### config.mk
export PLATFORM = sky130hd
export DESIGN_NAME = cnpc_cell
export DESIGN_NICKNAME = d
export VERILOG_FILES = /design/src/design/cross_neighbor_peak_clip_defines.svh /design/src/design/cnpc_pkg.sv /design/src/design/cnpc_cell.sv
export SDC_FILE = /design/constraint.sdc
export NUM_CORES = 1
export LEC_CHECK = 0
export ABC_AREA = 1
export ABC_CLOCK_PERIOD_IN_PS = 800
export BUFFER_PORTS_ARGS = -buffer_cell sky130_fd_sc_hd__buf_2
export CORE_UTILIZATION = 41
export CTS_BUF_LIST = sky130_fd_sc_hd__clkbuf_2 sky130_fd_sc_hd__clkbuf_4 sky130_fd_sc_hd__clkbuf_8
export CTS_CLUSTER_SIZE = 25
export DETAILED_ROUTE_END_ITERATION = 10
export PLACE_DENSITY = 0.85
export SETUP_SLACK_MARGIN = 0.5
export SYNTH_ARGS = -nofsm -noshare
export SYNTH_HDL_FRONTEND = slang
export SYNTH_SLANG_ARGS = --single-unit
export TNS_END_PERCENT = 10
### constraint.sdc
create_clock -name clk -period 0.8 [get_ports clk]
set_input_delay 0.16 -clock clk [delete_from_list [all_inputs] [get_ports clk]]
set_output_delay 0.16 -clock clk [all_outputs]
set_load 0.05 [all_outputs]
### src/design/cross_neighbor_peak_clip_defines.svh
// Assertion macros for the cross-neighbour peak clipper.
// Included by the top level; the assertions collapse to nothing under SYNTHESIS.
`ifndef CROSS_NEIGHBOR_PEAK_CLIP_DEFINES_SVH
`define CROSS_NEIGHBOR_PEAK_CLIP_DEFINES_SVH
`ifndef SYNTHESIS
// Antecedent holds, so the consequent holds in the same cycle.
`define CNPC_ASSERT(label, clk, rst_n, ante, cons) \
	label: assert property (@(posedge clk) disable iff (!rst_n) (ante) |-> (cons)) \
		else $error("cnpc assertion failed");
// Antecedent holds, so the consequent holds in the next cycle.
`define CNPC_ASSERT_NEXT(label, clk, rst_n, ante, cons) \
	label: assert property (@(posedge clk) disable iff (!rst_n) (ante) |=> (cons)) \
		else $error("cnpc assertion failed");
`else
`define CNPC_ASSERT(label, clk, rst_n, ante, cons)
`define CNPC_ASSERT_NEXT(label, clk, rst_n, ante, cons)
`endif
`endif

### src/design/cnpc_pkg.sv
// Shared types and constants for the cross-neighbour peak clipper.
// No dependencies; imported by every module of the block.
`timescale 1ns / 1ps
package cnpc_pkg;

	localparam int MAX_WIDTH  = 1024;
	localparam int PIXEL_BITS = 16;
	localparam int COL_W      = $clog2(MAX_WIDTH);
	localparam int WCNT_W     = COL_W + 1;
	localparam int WIDTH_BITS = 11;
	localparam int ROW_W      = 16;
	localparam int ADDR_W     = 3;
	localparam int NUM_CELLS  = 2;

	typedef logic [PIXEL_BITS-1:0] pix_t;

	// One column of the window: the two most recent rows at that column.
	typedef struct packed {
		pix_t above;
		pix_t center;
	} col_t;

	// Register map, selected by paddr[2].
	typedef enum logic {
		REG_WIDTH  = 1'b0,
		REG_HEIGHT = 1'b1
	} reg_idx_t;

	// Decoded effect of one input transfer.
	typedef struct packed {
		logic             adv;
		logic             emit;
		logic             wr;
		logic [COL_W-1:0] col;
		logic [COL_W-1:0] nxt;
		logic             has_up;
		logic             has_left;
		logic             has_right;
		logic             has_below;
		logic             row_end;
		logic             frame_end;
	} ev_t;

endpackage

### src/design/cnpc_cell.sv
// Window cell: holds one column of the neighbourhood and hands it on when the window advances.
// Depends on cnpc_pkg for the column type.
`timescale 1ns / 1ps
module cnpc_cell (
	input  logic           clk,
	input  logic           adv,
	input  cnpc_pkg::col_t d,
	output cnpc_pkg::col_t q
);
	import cnpc_pkg::*;

	col_t col_q;

	always_ff @(posedge clk) begin
		if (adv) begin
			col_q <= d;
		end
	end

	assign q = col_q;

endmodule

======== Yosys cells after proc, flatten, opt, wreduce, memory -nomap -nowiden ========
Index checks and enable logic that the tools add are counted.
W data, S select, Z words.
storage, ports and cells
  flip-flop bits (word level) ............. 32
  input port bits ......................... 34
  output and inout port bits .............. 32
  word-level logic and storage cells ...... 2

======== Depth between registers and ports, before layout ========
  depth in word-level cells ............... 0
  gate-level depth with buffers ........... 0
  mapped depth without buffers ............ 0

======== Worst setup path after synthesis ========
OpenSTA, ideal clock, no wires.
  kind .................................... flip-flop to output port
  start point ............................. register col_q (netlist bit q[0])
  end point ............................... output q[0] (netlist name)
  arrival time ............................ 601 ps
  setup slack ............................. 39 ps
  stages on the path, launching flop included .. 1
  buffers on the path ..................... 0
  cells stage by stage .................... edfxtp_1
RTL lines
  item                    RTL line         source
  start, declared         cnpc_cell.sv:12  col_t col_q;
  start signal, assigned  cnpc_cell.sv:16  col_q <= d;
  end, declared           cnpc_cell.sv:8   output cnpc_pkg::col_t q
No word-level cell between the ends.

======== Worst setup path after layout ========
  start point ............................. register col_q (netlist bit q[28])
  end point ............................... output q[28] (netlist name)
No word-level cell between the ends.

==> run_results.csv <==
group,metric,value,unit
critical_path,cp.depth,1,
critical_path,cp-start-kind,"register",
clock_tree,clock_tree.root_cell,"clkbuf_4",
worst_hold_path,hold_path_class,"input pin to register",
power_and_ir_drop,share_comb_of_total_power,21.4,%
placed_design,routabilityCongestion,0.589,
placed_design,dp.cells,128,
sta,period_utilisation_layout,134,%
outcome,run_status,"finished, violations left",
synth,synth_top_cells_by_area,"edfxtp_1 (100%)",
clock_tree,cts-root-to-sink-buffers,2,
detailed_routing,route.antenna.remaining_nets,0,
critical_path,crit_path_end_kind,"output port",
detailed_routing,first_pass_iters,2,
critical_path,critical_path_class,"register to output port",
sta,maxSlewViolCount,0,
synth,seq_area_frac_synth,100,%
floorplan,start_util,43.4,%
detailed_routing,wirelength,1.86,mm
synth,synthCells,32,
clock_tree,setup_bufs_post_cts,0,
layout,drive_above_1_share,70.4,%
grt,grt_pass1_vias,616,
clock_tree,clkSlewWorstSetupHoldPaths,0.10,ns
critical_path,worst-endpoint-required,0.64,ns
power_and_ir_drop,power.ir.vdd_worst,2.19,mV
grt,global_route.usage.met1,17.8,%
power_and_ir_drop,power_density,2470,nW/µm²
sta,final-hold-violation-count,0,
layout,area_growth_syn_to_layout,73.0,%
grt,grt_pass1_wl,2.83,mm
floorplan,floorplan.io_pins,66,
sta,timing.final.setup_violations,32,
layout,stdcell_count,136,
layout,number_of_flip_flops_under_the_largest_register_name,32,
outcome,violations,"negative setup slack",
power_and_ir_drop,p_switching,1.15,mW
floorplan,core.rowCount,17,
layout,comb.multi_input.count,0,
floorplan,core_box_area,2210,µm²
power_and_ir_drop,seq_power_share,49.9,%
layout,diodes,0,
grt,use_met2,28.9,%
worst_hold_path,worst_hold_path.num_cells,1,
power_and_ir_drop,power.total,4.11,mW
layout,fillers,149,
clock_tree,cts_tree,"yes",
critical_path,critical_path.slowest_cell,"edfxtp_1",
synth,synthesized_area_per_cell,30.0,µm²
sta,relative_max_transition_margin,92.0,%
clock_tree,cts_num_sinks,32,
clock_tree,clock_tree.htree_level_count,2,
grt,pin_count_of_the_biggest_net_entering_global_routing,16,
power_and_ir_drop,power.clock.fraction,28.7,%
placed_design,buffer_ports.inserted,65,
critical_path,path_cells,"buf_6",
sta,worst_slew_pin_slew,0.120,ns
grt,grt_remaining_overflow,0,
layout,fin_nets,141,
synth,syn_nets,66,
layout,commonest_non_fill_non_tap_cells_in_the_layout,"buf_6 (33), buf_2 (32), edfxtp_1 (32)",
layout,layout.cells.most_common,"buf_6",
critical_path,critPathMaxFanout,1,
synth,syn_area,961,µm²
detailed_routing,total_via_count_after_detailed_routing,601,
floorplan,dieHeight,50.4,µm
flow_run,max_cap_violations,0,
critical_path,cp_data_arrival_time,0.91,ns
synth,synth_top_cell_area_share,100,%
clock_tree,clock_buffer_count_from_cts,5,
synth,synth-seq-cells,32,
sta,grt_setup_unrepaired,"yes",
detailed_routing,remaining_drc_errors,0,
detailed_routing,routed_via_density,4.42,
detailed_routing,drtIter0Drc,10,
synth,synth_top_area_cell,"edfxtp_1",
detailed_routing,avgRoutedWirePerCell,13.7,µm
floorplan,die_width,50.4,µm
critical_path,timing.critical_path.max_delay_family,"flip-flops",
sta,min_period,1.07,ns
synth,synth.yosys.warnings,0,
floorplan,fp.dieArea,2540,µm²
power_and_ir_drop,total_leakage_power,0.706,nW
power_and_ir_drop,netSwitchingFraction,27.9,%
power_and_ir_drop,internal-power,2.97,mW
grt,grt_antenna_before_repair,0,
grt,use_met3,5.45,%
grt,busiest_layer,"met2",
critical_path,critPathBufInv,1,
synth,post_synth_num_cell_types,1,
sta,fmax,0.936,GHz
sta,final_critical_path_setup_slack,-0.269,ns
critical_path,max_stage_delay,0.42,ns
grt,globalRouteTotalUtil,17.0,%
layout,multiInputGateArea,0,µm²
final timing paths:
path   from     to  slack [ns]
min   d[27]  q[27]       0.007
max   q[28]  q[28]       -0.27
power groups by stage:
stage | Sequential (mW) | Combinational (mW) | Clock [mW]
2_1_floorplan | 2.53 | 0 | 0
3_3_place_gp | 2.05 | 0.713 | 0
3_5_place_dp | 2.05 | 0.722 | 0
4_1_cts | 2.05 | 0.882 | 1.20
5_1_grt | 2.06 | 0.907 | 1.29
6_report | 2.05 | 0.880 | 1.18
cells by family (layout without fill, tap and decap cells):
| family | after synthesis | count (layout) | synth area share (%) |
|---|---|---|---|
| flip-flops | 32 | 32 | 100 |
| buffers and inverters | 0 | 76 | 0 |
timing repair:
action | in CTS | in global routing
setup endpoints to repair | 64 | 61
gates resized for setup | 68 | 0
gates cloned | 0 | 0
endpoints found under the hold margin | 4 | 26
per-stage QoR:
step	setup slack [ns]	area (µm²)	TNS [ns]	hold WS [ns]	utilization [%]
2_1_floorplan	0.0394	961	0	0.259	-
3_3_place_gp	0.0388	1370	0	0.338	61.9
3_5_place_dp	0.0268	1370	0	0.338	61.9
4_1_cts	-0.276	1660	-8.01	-0.00560	75.2
5_1_grt	-0.322	1660	-9.17	-0.0246	75.2
6_report	-0.269	1660	-7.61	0.00674	75.2
Yosys cell counts, drive strengths merged:
cell type / count
edfxtp: 32
cell type report:
type | instances | area [µm²] | area share (%)
Sequential cell | 32 | 961 | 57.8
Clock buffer | 5 | 37.5 | 2.26
Clock inverter | 3 | 42.5 | 2.56
Timing Repair Buffer | 68 | 587 | 35.3
Tap cell | 28 | 35.0 | 2.11
per-layer routing:
metal,routed length [µm],vias up,share of wire (%)
met4,58,0,3.1
met1,615,283,33
met2,1080,30,58
li1,-,281,-
met5,0,-,0
met3,101,7,5.4
Note: power is estimated with default switching activity, not from simulation.
