`config.mk`:
```
export PLATFORM = sky130hd
export DESIGN_NAME = cnpc_seq
export DESIGN_NICKNAME = d
export VERILOG_FILES = /design/src/design/cross_neighbor_peak_clip_defines.svh /design/src/design/cnpc_pkg.sv /design/src/design/cnpc_seq.sv
export SDC_FILE = /design/constraint.sdc
export NUM_CORES = 1
export LEC_CHECK = 0
export BUFFER_PORTS_ARGS = -buffer_cell sky130_fd_sc_hd__buf_2
export CAP_MARGIN = 20
export CELL_PAD_IN_SITES_DETAIL_PLACEMENT = 0
export CELL_PAD_IN_SITES_GLOBAL_PLACEMENT = 1
export CORE_ASPECT_RATIO = 1.2
export CORE_MARGIN = 3
export CORE_UTILIZATION = 39
export DETAILED_ROUTE_END_ITERATION = 6
export MAX_ROUTING_LAYER = met4
export PLACE_DENSITY_LB_ADDON = 0.3
export SLEW_MARGIN = 40
export SYNTH_ARGS = -nofsm -noshare
export SYNTH_HDL_FRONTEND = slang
export SYNTH_SLANG_ARGS = --single-unit
```
`constraint.sdc`:
```
create_clock -name clk -period 10.39 [get_ports clk]
set_input_delay 0.5195 -clock clk [delete_from_list [all_inputs] [get_ports clk]]
set_output_delay 0.5195 -clock clk [all_outputs]
set_load 0.01 [all_outputs]
```
`src/design/cross_neighbor_peak_clip_defines.svh`:
```
// Assertion macros for the cross-neighbour peak clipper.
// Included by the top level; the assertions collapse to nothing under SYNTHESIS.
`ifndef CROSS_NEIGHBOR_PEAK_CLIP_DEFINES_SVH
`define CROSS_NEIGHBOR_PEAK_CLIP_DEFINES_SVH
`ifndef SYNTHESIS
// Antecedent holds, so the consequent holds in the same cycle.
`define CNPC_ASSERT(label, clk, rst_n, ante, cons) \
	label: assert property (@(posedge clk) disable iff (!rst_n) (ante) |-> (cons)) \
		else $error("cnpc assertion failed");
// Antecedent holds, so the consequent holds in the next cycle.
`define CNPC_ASSERT_NEXT(label, clk, rst_n, ante, cons) \
	label: assert property (@(posedge clk) disable iff (!rst_n) (ante) |=> (cons)) \
		else $error("cnpc assertion failed");
`else
`define CNPC_ASSERT(label, clk, rst_n, ante, cons)
`define CNPC_ASSERT_NEXT(label, clk, rst_n, ante, cons)
`endif
`endif

```
`src/design/cnpc_pkg.sv`:
```
// Shared types and constants for the cross-neighbour peak clipper.
// No dependencies; imported by every module of the block.
`timescale 1ns / 1ps
package cnpc_pkg;

	localparam int MAX_WIDTH  = 1024;
	localparam int PIXEL_BITS = 16;
	localparam int COL_W      = $clog2(MAX_WIDTH);
	localparam int WCNT_W     = COL_W + 1;
	localparam int WIDTH_BITS = 11;
	localparam int ROW_W      = 16;
	localparam int ADDR_W     = 3;
	localparam int NUM_CELLS  = 2;

	typedef logic [PIXEL_BITS-1:0] pix_t;

	// One column of the window: the two most recent rows at that column.
	typedef struct packed {
		pix_t above;
		pix_t center;
	} col_t;

	// Register map, selected by paddr[2].
	typedef enum logic {
		REG_WIDTH  = 1'b0,
		REG_HEIGHT = 1'b1
	} reg_idx_t;

	// Decoded effect of one input transfer.
	typedef struct packed {
		logic             adv;
		logic             emit;
		logic             wr;
		logic [COL_W-1:0] col;
		logic [COL_W-1:0] nxt;
		logic             has_up;
		logic             has_left;
		logic             has_right;
		logic             has_below;
		logic             row_end;
		logic             frame_end;
	} ev_t;

endpackage

```
`src/design/cnpc_seq.sv`:
```
// Raster sequencer: input and output position counters and per-transfer decode.
// Depends on cnpc_pkg for the event struct and counter widths.
`timescale 1ns / 1ps
module cnpc_seq (
	input  logic                            clk,
	input  logic                            arst_n,
	input  logic                            cfg_clear,
	input  logic [cnpc_pkg::WIDTH_BITS-1:0] image_width,
	input  logic [cnpc_pkg::ROW_W-1:0]      image_height,
	input  logic                            s_acc,
	input  logic                            req_drain,
	output cnpc_pkg::ev_t                   ev
);
	import cnpc_pkg::*;

	logic [COL_W-1:0]  in_col_q, out_col_q;
	logic [ROW_W-1:0]  in_row_q, out_row_q;
	logic [WCNT_W-1:0] w_eff, w_last;
	logic [ROW_W-1:0]  h_eff;
	logic              in_last, out_last, in_done, out_row_last, drain_row;
	logic              pix_eff, drn_eff;
	logic [COL_W-1:0]  col;

	always_comb begin
		if (image_width == '0) begin
			w_eff = WCNT_W'(1);
		end else if (32'(image_width) > MAX_WIDTH) begin
			w_eff = WCNT_W'(MAX_WIDTH);
		end else begin
			w_eff = WCNT_W'(image_width);
		end
	end

	assign w_last = w_eff - WCNT_W'(1);
	assign h_eff  = (image_height == '0) ? ROW_W'(1) : image_height;

	assign in_last      = ({1'b0, in_col_q} == w_last);
	assign out_last     = ({1'b0, out_col_q} == w_last);
	assign in_done      = (in_row_q >= h_eff);
	assign out_row_last = ((ROW_W+1)'(out_row_q) + (ROW_W+1)'(1)) >= (ROW_W+1)'(h_eff);
	assign drain_row    = ((ROW_W+1)'(out_row_q) + (ROW_W+1)'(1)) == (ROW_W+1)'(h_eff);

	// Surplus pixels and early drain ticks are taken and dropped.
	assign pix_eff = !req_drain && !in_done;
	assign drn_eff = req_drain && in_done && drain_row;
	assign col     = req_drain ? out_col_q : in_col_q;

	always_comb begin
		ev.adv       = pix_eff || drn_eff;
		ev.emit      = (pix_eff && (in_row_q != '0)) || drn_eff;
		ev.wr        = pix_eff;
		ev.col       = col;
		ev.nxt       = (req_drain ? out_last : in_last) ? '0 : col + COL_W'(1);
		ev.has_up    = (out_row_q != '0);
		ev.has_left  = (out_col_q != '0);
		ev.has_right = !out_last;
		ev.has_below = !req_drain;
		ev.row_end   = out_last;
		ev.frame_end = out_last && out_row_last;
	end

	always_ff @(posedge clk or negedge arst_n) begin
		if (!arst_n) begin
			in_col_q  <= '0;
			in_row_q  <= '0;
			out_col_q <= '0;
			out_row_q <= '0;
		end else if (cfg_clear || (s_acc && drn_eff && ev.frame_end)) begin
			// drop the frame in progress, or start afresh after the last pixel
			in_col_q  <= '0;
			in_row_q  <= '0;
			out_col_q <= '0;
			out_row_q <= '0;
		end else if (s_acc) begin
			if (pix_eff) begin
				if (in_last) begin
					in_col_q <= '0;
					in_row_q <= in_row_q + ROW_W'(1);
				end else begin
					in_col_q <= in_col_q + COL_W'(1);
				end
			end
			if (ev.emit) begin
				if (out_last) begin
					out_col_q <= '0;
					out_row_q <= out_row_q + ROW_W'(1);
				end else begin
					out_col_q <= out_col_q + COL_W'(1);
				end
			end
		end
	end

endmodule

```
======== Word-level counts from Yosys, hierarchy flattened ========
Cells that the tools add are included.
cells by class
  add/sub/neg operators ................... 7
  multipliers ............................. 0
  div/mod/pow operators ................... 0
  $lt $le $gt $ge ......................... 3
  equal/unequal tests ..................... 3
  shifts and indexed selects .............. 0
  muxes and demuxes ....................... 22
  bitwise logic cells ..................... 0
  reductions and logical operators ........ 27
operator list
  cell                                                                  number
  16-bit two-way mux                                                    9
  10-bit two-way mux                                                    10
  16-bit by 1-bit adder with 16-bit output, second input constant       2
  16-bit nonzero test                                                   2
  10-bit by 1-bit adder with 10-bit output, second input constant       3
  10-bit by 11-bit equality test with 1-bit output                      2
  11-bit two-way mux                                                    2
  16-bit by 1-bit adder with 17-bit output, second input constant       1
  17-bit by 16-bit equality test with 1-bit output                      1
  17-bit by 16-bit greater-or-equal comparator with 1-bit output        1
  16-bit greater-or-equal comparator                                    1
  16-bit zero test                                                      1
  11-bit > comparator, second input constant                            1
  11-bit zero test                                                      1
  11-bit by 1-bit subtractor with 11-bit output, second input constant  1
  10-bit nonzero test                                                   1
  2-bit nonzero test                                                    5
  1-bit logical AND                                                     7
  3-bit AND reduction                                                   2
  2-bit AND reduction                                                   2
  1-bit zero test                                                       3
  1-bit logical OR                                                      3
  1-bit two-way mux                                                     1
storage, ports and cells
  flip-flop bits (word level) ............. 52
  latch bits .............................. 0
  RAM bits ................................ 0
  memory bits (read-only) ................. 0
  input port bits ......................... 32
  output and inout bits ................... 29
  logic and storage cells ................. 66
  memories kept ........................... 0

======== Depth between registers and ports, before layout ========
Gate-level depths: netlist (run 1).
  depth after elaboration ................. 10
  depth in mapped cells ................... 20
  gate-level depth less buffers ........... 17

======== Worst setup path after synthesis (run 1) ========
Ideal clock, no wire load.
  path type ............................... in2out
  from .................................... in image_width[3] (netlist name)
  to ...................................... out ev[10] (netlist name)
  data arrival time ....................... 3.857 ns
  required time ........................... 9.871 ns
  setup slack ............................. 6.013 ns
  cell stages on the path ................. 15
  path buffers ............................ 3
  cells stage by stage .................... buf_6 -> or4_4 -> o41ai_2 -> inv_1 -> ha_1 -> buf_2 -> clkbuf_1 -> nand2_1 -> mux2_2 -> o22ai_1 -> xnor2_1 -> nor4_1 -> nand3_1 -> mux2i_1 -> nor2_1
RTL lines
  item                RTL line        text
  start: declaration  cnpc_seq.sv:8   input logic [cnpc_pkg::WIDTH_BITS-1:0] image_width,
  end: declaration    cnpc_seq.sv:12  output cnpc_pkg::ev_t ev

==> results of run 1 <==
==> worst max-delay path, stage by stage <==
cell,delay (ps)
buf_2,210
or4_4,630
o41ai_2,470
inv_1,90
ha_1,480
nor2b_1,290
a32o_1,230
nand3_1,100
nand4_1,100
nor3_1,200
nand3_1,380
mux2i_2,670
nor2_1,120
buf_2,170
==> power groups by stage <==
stage	Clock (W)	Sequential (W)	Combinational [W]
final	0.000192	0.000204	0.0000764
after detailed placement	0	0.000208	0.0000757
after floorplan	0	0.000207	0.0000483
after global routing	0.000208	0.000204	0.0000840
after CTS	0.000199	0.000204	0.0000760
after global placement	0	0.000208	0.0000743
==> stage by stage <==
stage / total power (W) / cell area [um^2] / std cells / util [%] / hold slack [ps]
3_5_place_dp: 0.0002836 / 5761 / 881 / 43.14 / 572.3
3_3_place_gp: 0.0002824 / 5751 / 881 / 43.07 / 564.4
6_report: 0.0004728 / 5938 / 889 / 44.47 / 335.0
2_1_floorplan: 0.0002557 / 5394 / 692 / - / 223.9
5_1_grt: 0.0004963 / 5938 / 889 / 44.47 / 403.0
4_1_cts: 0.0004788 / 5928 / 889 / 44.40 / 372.2
==> flip-flops by register name, summed over array words and instances, names as in the netlist <==
name       flops
in_col_q      10
in_row_q      16
out_col_q     10
out_row_q     16
==> worst min-delay path by stage <==
stage	startpoint	end	depth (start not counted)
global placement	out_row_q[11]$_DFFE_PN0P_	out_row_q[11]$_DFFE_PN0P_	2
finish	arst_n	out_row_q[5]$_DFFE_PN0P_	2
floorplan	arst_n	in_col_q[0]$_DFFE_PN0P_	0
CTS	arst_n	out_row_q[2]$_DFFE_PN0P_	2
global route	arst_n	out_row_q[5]$_DFFE_PN0P_	2
detailed placement	in_row_q[15]$_DFFE_PN0P_	in_row_q[15]$_DFFE_PN0P_	2
==> layout by cell type, fill, tap and decap left out, drive strengths merged, types with 20 or more instances in the layout <==
master,instances
nor3,24
xnor2,40
nor2,55
nand2,40
ha,41
o21ai,43
a21oi,53
nand4,20
or3,26
buf,64
nand3,31
dfrtp,52
inv,52
==> metal layers <==
layer  vias up  track usage (%)  part of all wire [%]  wire [um]
met5         -                -                     0          0
met4         0            8.417                   3.5        580
met3        38            3.138                   4.8        796
met2       173            38.90                    51       8441
met1      2545            26.68                    41       6856
li1       2560                -                     -          -
==> area by class of cell <==
cell class	instances	area, um^2	share of cell area [%]
tap	168	210.2	3.540
clock buffer	6	128.9	2.170
sequential	52	1301	21.91
timing repair buffer	64	330.3	5.563
inverter	51	191.4	3.224
multi-input combinational	546	3737	62.94
clock inverter	2	38.79	0.6532
==> cells by family after synthesis <==
| kind of cell | synth area share (%) |
|---|---|
| simple gates | 29.58 |
| compound gates | 18.39 |
| buf+inv | 6.959 |
| flops | 24.12 |
| xor+xnor | 8.281 |
| fa+ha+maj | 9.511 |
| mux | 3.155 |
==> tab_implementation.tex, run 1 <==
\begin{tabular}{lr}
\hline
Metric & Value \\
\hline
\multicolumn{2}{l}{\textbf{Setup path}} \\
CP endpoint & ev[10] \\
Kind of end point of the critical path & output pin \\
Worst setup path start & image\_width[3] \\
Largest driver fanout on the critical path & 23 \\
Critical R2R Launch & out\_row\_q[2]\$\_DFFE\_PN0P\_ \\
Startpoint types & input pin \\
Worst reg2reg setup slack & roughly 5400 ps \\
Crit Path Class & in2out \\
Capturing point of the worst reg2reg path & out\_col\_q[2]\$\_DFFE\_PN0P\_ \\
R2r worst-path depth & 17 \\
Data arrival time of the critical path & 4680 ps \\
WP data required & 9870 ps \\
\multicolumn{2}{l}{\textbf{Placement}} \\
Detail Placement HPWL & 12.86 mm \\
Count of buffers from port buffering & 60 \\
Worst setup timing slack at the placement stage & 5052 ps \\
Routability congestion estimate & 0.9058 \\
\multicolumn{2}{l}{\textbf{Layout}} \\
Fill cells & 1361 \\
Final net count & 793 \\
Area Overhead vs Synth & 10.09\% \\
Diodes inserted & 0 \\
Share of cells above drive strength 1 & 14.01\% \\
\multicolumn{2}{l}{\textbf{STA}} \\
Final WS setup & 5187 ps \\
Final Cycle Share & 50.07\% \\
Clock skew & 5.044 ps \\
Number of hold violations in the final report & 0 \\
Setup\_tns & 0 ps \\
RSZ-0062 raised after global routing & false \\
Clock period minus final worst setup slack & $\sim$5200 ps \\
Max Clk Rate & 0.1922 GHz \\
Slew of the pin with the lowest slew margin & 775.5 ps \\
Slew HR & 48.30\% \\
Count of final setup violators & 0 \\
Max-slew violation count & 0 \\
\multicolumn{2}{l}{\textbf{Synthesis}} \\
Instance count of the mapped netlist & 692 \\
Sequential cell area fraction in the yosys report & 24.12\% \\
Number of unique standard cell types used by synthesis & between 70 and 80 \\
Synthesized area per cell & 7.795 um\^{}2 \\
Syn nets & approximately 770 \\
Post-synthesis cell area & 5394 um\^{}2 \\
Most common flop cell mapped by yosys & dfrtp\_1 \\
Count of flip-flops with a built-in enable after synthesis & 0 \\
Most numerous cell in the Yosys netlist & nor2\_1 \\
Share of async-settable or async-resettable flops after synthesis & 100.0\% \\
Number of warnings issued by yosys & 0 \\
Cells taking the most area after synthesis & dfrtp\_1 (24\%), ha\_1 (9.5\%), xnor2\_1 (6.5\%), a21oi\_1 (4.9\%), o21ai\_0 (4.0\%) \\
Biggest area consumer among synthesized cells & dfrtp\_1 \\
Proportion of netlist area held by the largest area contributor & around 24\% \\
List of most frequent post-synthesis cells & nor2\_1 (55), a21oi\_1 (53), dfrtp\_1 (52) \\
Seq cells post-synth & 52 \\
\multicolumn{2}{l}{\textbf{GRT}} \\
Number of global-route vias before repair & 5147 \\
First-pass GRT wire length & 26.80 mm \\
Number of antenna violations at the first check in global routing & 0 \\
Largest net degree at the start of global routing & 53 \\
Global route overflow & 0 \\
All-Layer GR Usage & between 20\% and 30\% \\
\multicolumn{2}{l}{\textbf{CTS}} \\
Clock root cell & clkbuf\_16 \\
Number of buffers between clock root and the deepest sink & 2 \\
Hold buffer count at cts & 0 \\
Worst skew pair latency & 300 ps \\
PostCTS Resize Cnt & 0 \\
CTS buffer count & 5 \\
Post-CTS Setup Bufs & 0 \\
H-tree depth reported by CTS & 2 \\
CTS tree & built \\
Clock transition at the register clock pins on the worst setup and hold paths after CTS & approximately 70 ps \\
Sink Count & 52 \\
\multicolumn{2}{l}{\textbf{Pwr}} \\
VDD IR-drop max & $\sim$0.075 mV \\
Switching power as a share of total power & between 20 and 30\% \\
Pint & 0.0003439 W \\
Share of total power in combinational logic & roughly 16\% \\
Net switching power & 0.0001289 W \\
Power density over the cells & 79.62 nW/um\^{}2 \\
Clock network fraction of design power & 40.7\% \\
Leakage & 2.598 nW \\
Sequential fraction of design power & approximately 43\% \\
\multicolumn{2}{l}{\textbf{Drt}} \\
Iteration-0 DRC Markers & between 300 and 400 \\
Wire length reported by the detailed router & roughly 17 mm \\
Residual DRC & 0 \\
Number of vias in the routed layout & 5316 \\
Via density & 5.980 \\
Wire per inst & 18.76 um \\
Number of nets with antenna violations after routing & 0 \\
Router iterations before antenna repair & 5 \\
\multicolumn{2}{l}{\textbf{Floorplanning}} \\
Die Height & 134.8 um \\
Effective utilization at floorplan & between 40\% and 50\% \\
Row cnt & 46 \\
IO Count & 61 \\
Total core area & approximately 13000 um\^{}2 \\
Die footprint & 15280 um\^{}2 \\
Die extent in x & between 100 and 150 um \\
\multicolumn{2}{l}{\textbf{Flow run}} \\
Maximum Capacitance Violations & 0 \\
\multicolumn{2}{l}{\textbf{Min path}} \\
Path type of the worst min-delay path & in2async \\
\multicolumn{2}{l}{\textbf{Outcome}} \\
Outcome & completed \\
\hline
\end{tabular}
(Power assumes the default switching activity.)
==> run 2, diff against run 1 <==
- clock period: 10.39 -> 4.3 ns (I/O delays scaled with it)
==> run 2 against run 1 <==
Compared with the run above:
- global-route usage increased by 0.67 points
- routed wire length increased by 2.3%
- power increased by 130%
- core utilization increased by 1.4 points
- via count increased by 1.4%
==> tab_implementation.tex, run 2 (synthesis gave the netlist of run 1 again) <==
\begin{tabular}{lr}
\hline
Metric & Value \\
\hline
\multicolumn{2}{l}{\textbf{Drt}} \\
Router iterations before antenna repair & 5 (unchanged) \\
Wire length reported by the detailed router & 17.05 mm (+2.3\%) \\
Via density & 5.908 (-1.2\%) \\
Number of vias in the routed layout & 5388 (+1.4\%) \\
Number of nets with antenna violations after routing & 0 (unchanged) \\
Residual DRC & 0 (unchanged) \\
Wire per inst & 18.70 um (-0.32\%) \\
Iteration-0 DRC Markers & 266 (-20\%) \\
\multicolumn{2}{l}{\textbf{GRT}} \\
Global route overflow & 0 (unchanged) \\
Number of global-route vias before repair & 5236 (+1.7\%) \\
Met3 capacity usage during global routing & 1.927\% (-1.2 points) \\
First-pass GRT wire length & 27.83 mm (+3.9\%) \\
Number of antenna violations at the first check in global routing & 0 (unchanged) \\
All-Layer GR Usage & 23.21\% (+0.67 points) \\
Met1 Track Usage GR & 27.89\% (+1.2 points) \\
Met2 Usage GRT & 40.38\% (+1.5 points) \\
Most used routing layer in global routing & met2 \\
Largest net degree at the start of global routing & 53 (unchanged) \\
\multicolumn{2}{l}{\textbf{Layout}} \\
Area Overhead vs Synth & 13.55\% \\
Diodes inserted & 0 (unchanged) \\
Fill cells & 1332 (-2.1\%) \\
Share of cells above drive strength 1 & 17.74\% (+3.7 points) \\
Commonest non-fill, non-tap cells in the layout & buf\_2 (60), nor2\_1 (54), a21oi\_1 (51), dfrtp\_1 (51), inv\_1 (50) \\
Most common cell after layout, fill and taps aside & buf\_2 \\
Final net count & 817 (+3.0\%) \\
Largest registers & in\_row\_q: 16 flops, out\_row\_q: 16 flops \\
\multicolumn{2}{l}{\textbf{Placement}} \\
Worst setup timing slack at the placement stage & 30.75 ps (-5021 ps) \\
Count of buffers from port buffering & 60 (unchanged) \\
Routability congestion estimate & 0.9527 (+5.2\%) \\
Detail Placement HPWL & 13.44 mm (+4.5\%) \\
\multicolumn{2}{l}{\textbf{CTS}} \\
H-tree depth reported by CTS & 2 (unchanged) \\
Clock transition at the register clock pins on the worst setup and hold paths after CTS & 80 ps (about the same) \\
Post-CTS Setup Bufs & 0 (unchanged) \\
Sink Count & 52 (unchanged) \\
CTS tree & built \\
CTS buffer count & 5 (unchanged) \\
Worst skew pair latency & 300 ps (about the same) \\
Number of buffers between clock root and the deepest sink & 2 (unchanged) \\
PostCTS Resize Cnt & 0 (unchanged) \\
Hold buffer count at cts & 0 (unchanged) \\
Clock root cell & clkbuf\_16 \\
\multicolumn{2}{l}{\textbf{STA}} \\
Setup\_tns & 0 ps (unchanged) \\
Clock skew & 12.77 ps (+7.721 ps) \\
Slew HR & 52.98\% (+4.7 points) \\
RSZ-0062 raised after global routing & false \\
Count of final setup violators & 0 (unchanged) \\
Number of hold violations in the final report & 0 (unchanged) \\
Final WS setup & 332.5 ps (-4855 ps) \\
Final Cycle Share & 92.27\% \\
Max Clk Rate & 0.2520 GHz \\
Clock period minus final worst setup slack & 3968 ps \\
Slew of the pin with the lowest slew margin & 705.3 ps (-70.17 ps) \\
Max-slew violation count & 0 (unchanged) \\
\multicolumn{2}{l}{\textbf{Min path}} \\
Path type of the worst min-delay path & in2async \\
\multicolumn{2}{l}{\textbf{Floorplanning}} \\
Effective utilization at floorplan & 40.40\% (unchanged) \\
Die footprint & 15280 um\^{}2 (unchanged) \\
IO Count & 61 (unchanged) \\
Die extent in x & 113.4 um (unchanged) \\
Row cnt & 46 (unchanged) \\
Die Height & 134.8 um (unchanged) \\
Total core area & 13350 um\^{}2 (unchanged) \\
\multicolumn{2}{l}{\textbf{Pwr}} \\
Leakage & 2.698 nW (+3.9\%) \\
Power density over the cells & 177.5 nW/um\^{}2 (+120\%) \\
VDD IR-drop max & 0.1467 mV (+97\%) \\
\multicolumn{2}{l}{\textbf{Setup path}} \\
Largest driver fanout on the critical path & 7 (-70\%) \\
R2r worst-path depth & 19 (+2) \\
CP endpoint & in\_col\_q[5]\$\_DFFE\_PN0P\_ \\
Data arrival time of the critical path & 4180 ps (-500 ps) \\
Crit Path Class & reg2reg \\
Worst setup path start & out\_row\_q[3]\$\_DFFE\_PN0P\_ \\
Capturing point of the worst reg2reg path & in\_col\_q[5]\$\_DFFE\_PN0P\_ \\
Worst reg2reg setup slack & 330 ps (-5070 ps) \\
Critical R2R Launch & out\_row\_q[3]\$\_DFFE\_PN0P\_ \\
Kind of end point of the critical path & register \\
WP data required & 4510 ps (-5360 ps) \\
Startpoint types & register \\
\multicolumn{2}{l}{\textbf{Flow run}} \\
Maximum Capacitance Violations & 0 (unchanged) \\
\multicolumn{2}{l}{\textbf{Outcome}} \\
Outcome & completed \\
\hline
\end{tabular}
run 2: worst min path at each step:
stage	from	to	slack [ps]	depth (start not counted)
after CTS	arst_n	out_row_q[6]$_DFFE_PN0P_	80	2
after global placement	arst_n	out_row_q[4]$_DFFE_PN0P_	380	2
after floorplan	arst_n	in_col_q[0]$_DFFE_PN0P_	-80	0
after global routing	arst_n	out_row_q[6]$_DFFE_PN0P_	100	2
after detailed placement	arst_n	out_row_q[6]$_DFFE_PN0P_	400	2
final	arst_n	out_row_q[6]$_DFFE_PN0P_	30	2
run 2: final cells by class:
type / instances / area [um^2] / area share [%]
clock buffers: 5 / 125.1 / 2.043
flip-flops and latches: 52 / 1303 / 21.27
repair buffers: 88 / 510.5 / 8.335
inverters: 51 / 191.4 / 3.126
clock inverters: 2 / 12.51 / 0.2043
multi-input cells: 546 / 3772 / 61.59
well taps: 168 / 210.2 / 3.432
run 2: worst max-delay path, stage by stage, from the launching register on:
cell       delay (ps)
dfrtp_2           420
and3_1            160
nand3_1           140
or2_4             310
nor2_1            180
nand3_2           160
nor2_1            150
xor2_1             80
ha_1              290
and3_1            180
nand4_1           180
a2111oi_2         410
nand2_1            90
nor3_1            220
nand4_1           170
buf_4             200
a21oi_1           140
buf_4             160
nand3_1            80
a21oi_1           150
run 2: report_power, final:
part	internal, W	total [W]	switching (W)
combinational	0.0000709	0.000194	0.000123
sequential	0.000490	0.000493	0.00000287
clock	0.000212	0.000400	0.000188
total	0.000773	0.00109	0.000314
run 2: metal layers:
metal / routed length [um] / vias to the layer above
met5: 0 / -
met4: 614 / 0
met3: 725 / 38
met2: 8588 / 184
met1: 7122 / 2564
li1: - / 2602
run 2: metrics by stage:
stage / cell area [um^2] / std cells / power (W) / hold WS [ps] / util (%)
6_report: 6125 / 912 / 0.001087 / 32.63 / 45.87
5_1_grt: 6125 / 912 / 0.001134 / 102.5 / 45.87
4_1_cts: 6068 / 912 / 0.001094 / 80.79 / 45.45
3_5_place_dp: 5931 / 905 / 0.0006940 / 402.9 / 44.42
3_3_place_gp: 5931 / 905 / 0.0006917 / 380.2 / 44.42
2_1_floorplan: 5394 / 692 / 0.0006179 / -80.59 / -
==> run 3, diff against run 2 <==
- BUFFER_PORTS_ARGS: -buffer_cell sky130_fd_sc_hd__buf_2 -> -buffer_cell sky130_fd_sc_hd__buf_4
==> run 3 against run 2 <==
Compared with the run above:
- via count is 0.24% lower
- power up 8.3%
- sequential share of layout area decreased by 0.55 points
- flip-flop and latch count stayed put
- register-to-register slack about the same
- sequential power hardly changed
- clock power is 20% higher
- fmax decreased by 0.22%
- clock skew decreased by 2.8 ps
- routed wire length up 1.1%
- die area unchanged
- critical path type unchanged
==> tab_implementation.tex, run 3 (synthesis gave the netlist of run 1 again) <==
\begin{tabular}{lr}
\hline
Metric & Value \\
\hline
\multicolumn{2}{l}{\textbf{Drt}} \\
Wire length reported by the detailed router & 17.24 mm (+1.1\%) \\
Wire length on met1 & 7.130 mm (+0.11\%) \\
Wire per inst & 18.91 um (+1.1\%) \\
Met2 wire length & 9.051 mm (+5.4\%) \\
Via density & 5.894 (-0.24\%) \\
Number of nets with antenna violations after routing & 0 (unchanged) \\
Routed length on met3 & 707 um (-2.5\%) \\
Number of vias in the routed layout & 5375 (-0.24\%) \\
Router iterations before antenna repair & 5 (unchanged) \\
Topmost layer with routed signal wires & met4 \\
Residual DRC & 0 (unchanged) \\
Iteration-0 DRC Markers & 272 (+2.3\%) \\
\multicolumn{2}{l}{\textbf{Floorplanning}} \\
Effective utilization at floorplan & 40.40\% (unchanged) \\
Total core area & 13350 um\^{}2 (unchanged) \\
Row cnt & 46 (unchanged) \\
Die extent in x & 113.4 um (unchanged) \\
IO Count & 61 (unchanged) \\
Die footprint & 15280 um\^{}2 (unchanged) \\
Die Height & 134.8 um (unchanged) \\
\multicolumn{2}{l}{\textbf{Pwr}} \\
VDD IR-drop max & 0.1383 mV (-5.7\%) \\
Power density over the cells & 187.4 nW/um\^{}2 (+5.6\%) \\
Sequential fraction of design power & 41.9\% (-3.4 points) \\
Pint & 0.0008621 W (+12\%) \\
Net switching power & 0.0003150 W (+0.37\%) \\
Switching power as a share of total power & 26.76\% (-2.1 points) \\
Leakage & 2.743 nW (+1.7\%) \\
Clock network fraction of design power & 40.8\% (+4.0 points) \\
Share of total power in combinational logic & 17.3\% (-0.6 points) \\
Overall power & 0.001177 W (+8.3\%) \\
\multicolumn{2}{l}{\textbf{Layout}} \\
Post-route cell area & 6280 um\^{}2 (+2.5\%) \\
Final net count & 816 (-0.12\%) \\
Largest registers & in\_row\_q: 16 flops, out\_row\_q: 16 flops \\
Commonest non-fill, non-tap cells in the layout & buf\_4 (86), nor2\_1 (55), a21oi\_1 (52), dfrtp\_1 (52), inv\_1 (50) \\
Area Overhead vs Synth & 16.42\% \\
Most common cell after layout, fill and taps aside & buf\_4 \\
Diodes inserted & 0 (unchanged) \\
Share of cells above drive strength 1 & 16.67\% (-1.1 points) \\
Fill cells & 1340 (+0.60\%) \\
\multicolumn{2}{l}{\textbf{GRT}} \\
First-pass GRT wire length & 27.71 mm (-0.45\%) \\
Number of global-route vias before repair & 5186 (-0.95\%) \\
Largest net degree at the start of global routing & 53 (unchanged) \\
Global route overflow & 0 (unchanged) \\
All-Layer GR Usage & 23.18\% (-0.034 points) \\
Number of antenna violations at the first check in global routing & 0 (unchanged) \\
\multicolumn{2}{l}{\textbf{Setup path}} \\
WP data required & 4520 ps (about the same) \\
Largest driver fanout on the critical path & 26 (+19) \\
Worst path max stage delay & 430 ps (about the same) \\
Startpoint types & register \\
Worst setup path start & out\_row\_q[0]\$\_DFFE\_PN0P\_ \\
Data arrival time of the critical path & 4200 ps (+20 ps) \\
Capturing point of the worst reg2reg path & out\_row\_q[15]\$\_DFFE\_PN0P\_ \\
R2r worst-path depth & 16 (-3) \\
Critical R2R Launch & out\_row\_q[0]\$\_DFFE\_PN0P\_ \\
Most frequent cell on the critical path & nand3\_1 \\
Standard cell with the maximum stage delay on the critical path & dfrtp\_1 \\
Worst reg2reg setup slack & 320 ps (about the same) \\
Crit Path Class & reg2reg \\
Kind of end point of the critical path & register \\
Chain of cells forming the critical path & ha\_1, nand3\_1, nor4\_1, nand3\_1, xnor2\_1, ha\_1, and3\_1, nand4\_1, nor2\_1, nand3\_1, or3\_1, a21oi\_2, nand2\_1, buf\_4, or4\_1, a21oi\_1 \\
\multicolumn{2}{l}{\textbf{STA}} \\
Max-slew violation count & 0 (unchanged) \\
Slew HR & 52.99\% (about the same) \\
Final Cycle Share & 92.47\% (+0.20 points) \\
Slew of the pin with the lowest slew margin & 698.6 ps (-6.654 ps) \\
Number of hold violations in the final report & 0 (unchanged) \\
Max Clk Rate & 0.2515 GHz (-0.22\%) \\
RSZ-0062 raised after global routing & true \\
Count of final setup violators & 0 (unchanged) \\
Clock skew & 9.933 ps (-2.833 ps) \\
Clock period minus final worst setup slack & 3976 ps (+8.561 ps) \\
\multicolumn{2}{l}{\textbf{CTS}} \\
Worst skew pair latency & 300 ps (about the same) \\
Number of buffers between clock root and the deepest sink & 2 (unchanged) \\
CTS buffer count & 5 (unchanged) \\
H-tree depth reported by CTS & 2 (unchanged) \\
CTS tree & built \\
Clock root cell & clkbuf\_16 \\
Clock transition at the register clock pins on the worst setup and hold paths after CTS & 70 ps (about the same) \\
Sink Count & 52 (unchanged) \\
\multicolumn{2}{l}{\textbf{Min path}} \\
Path type of the worst min-delay path & in2reg \\
Hold path start & cfg\_clear \\
Hold Path End & out\_col\_q[7]\$\_DFFE\_PN0P\_ \\
Min-Delay Path Depth & 2 \\
\multicolumn{2}{l}{\textbf{Placement}} \\
Routability congestion estimate & 0.9309 (-2.3\%) \\
Count of buffers from port buffering & 60 (unchanged) \\
Detail Placement HPWL & 13.55 mm (+0.82\%) \\
Cell area after placement & 6063 um\^{}2 (+2.2\%) \\
\multicolumn{2}{l}{\textbf{Outcome}} \\
Outcome & completed \\
\multicolumn{2}{l}{\textbf{Flow run}} \\
Maximum Capacitance Violations & 0 (unchanged) \\
\hline
\end{tabular}
-- run 3: metal layers --
layer | vias up | GRT usage, %
met5 | - | -
li1 | 2609 | -
met4 | 0 | 6.079
met2 | 159 | 42.49
met3 | 23 | 2.062
met1 | 2584 | 27.11
-- run 3: worst max-delay path: cells and delay by family, from the launching register on --
family                     cells  cell delay (ps)
and+or+nand+nor               10             2200
adders and majority gates      2              540
DFF                            1              430
AOI/OAI and AO/OA              2              340
buffers and inverters          1              210
xor gates and xnor gates       1              190
-- run 3: power by group through the flow --
stage | logic, W | clock network, W | registers, W
5_1_grt | 0.000224 | 0.000509 | 0.000493
6_report | 0.000204 | 0.000480 | 0.000493
4_1_cts | 0.000203 | 0.000491 | 0.000493
3_3_place_gp | 0.000199 | 0 | 0.000502
3_5_place_dp | 0.000202 | 0 | 0.000502
2_1_floorplan | 0.000117 | 0 | 0.000501
-- run 3: what timing repair did --
action / CTS / global route
setup endpoints to repair: 0 / 47
endpoints found under the hold margin: 22 / 0
hold buffers: 1 / 0
buffers inserted: 0 / 1
gates resized for setup: 0 / 3
-- run 3: per-stage QoR --
stage / setup TNS [ps] / util, % / hold WS, ps / setup slack (ps) / cells
6_report: 0 / 47.03 / 179.7 / 323.9 / 912
3_5_place_dp: 0 / 45.41 / 314.9 / 85.85 / 902
3_3_place_gp: 0 / 45.37 / 311.7 / 141.1 / 902
4_1_cts: 0 / 46.81 / 165.1 / 78.11 / 911
5_1_grt: -33.04 / 47.03 / 173.0 / -33.04 / 912
2_1_floorplan: 0 / - / -80.59 / 381.0 / 692
-- run 3: worst max path at each step --
| stage | to | slack (ps) |
|---|---|---|
| floorplan | out_col_q[6]$_DFFE_PN0P_ | 380 |
| global placement | out_col_q[2]$_DFFE_PN0P_ | 140 |
| detailed placement | ev[12] | 90 |
| CTS | ev[12] | 80 |
| global route | out_row_q[15]$_DFFE_PN0P_ | -30 |
| finish | out_row_q[15]$_DFFE_PN0P_ | 320 |
-- run 3: area by class of cell --
cell class	count	area (um^2)	area share [%]
Tap cell	168	210.2	3.347
Inverter	51	191.4	3.048
Clock buffer	6	138.9	2.212
Clock inverter	2	38.79	0.6177
Multi-Input combinational cell	546	3744	59.61
Sequential cell	52	1301	20.72
Timing Repair Buffer	87	655.6	10.44
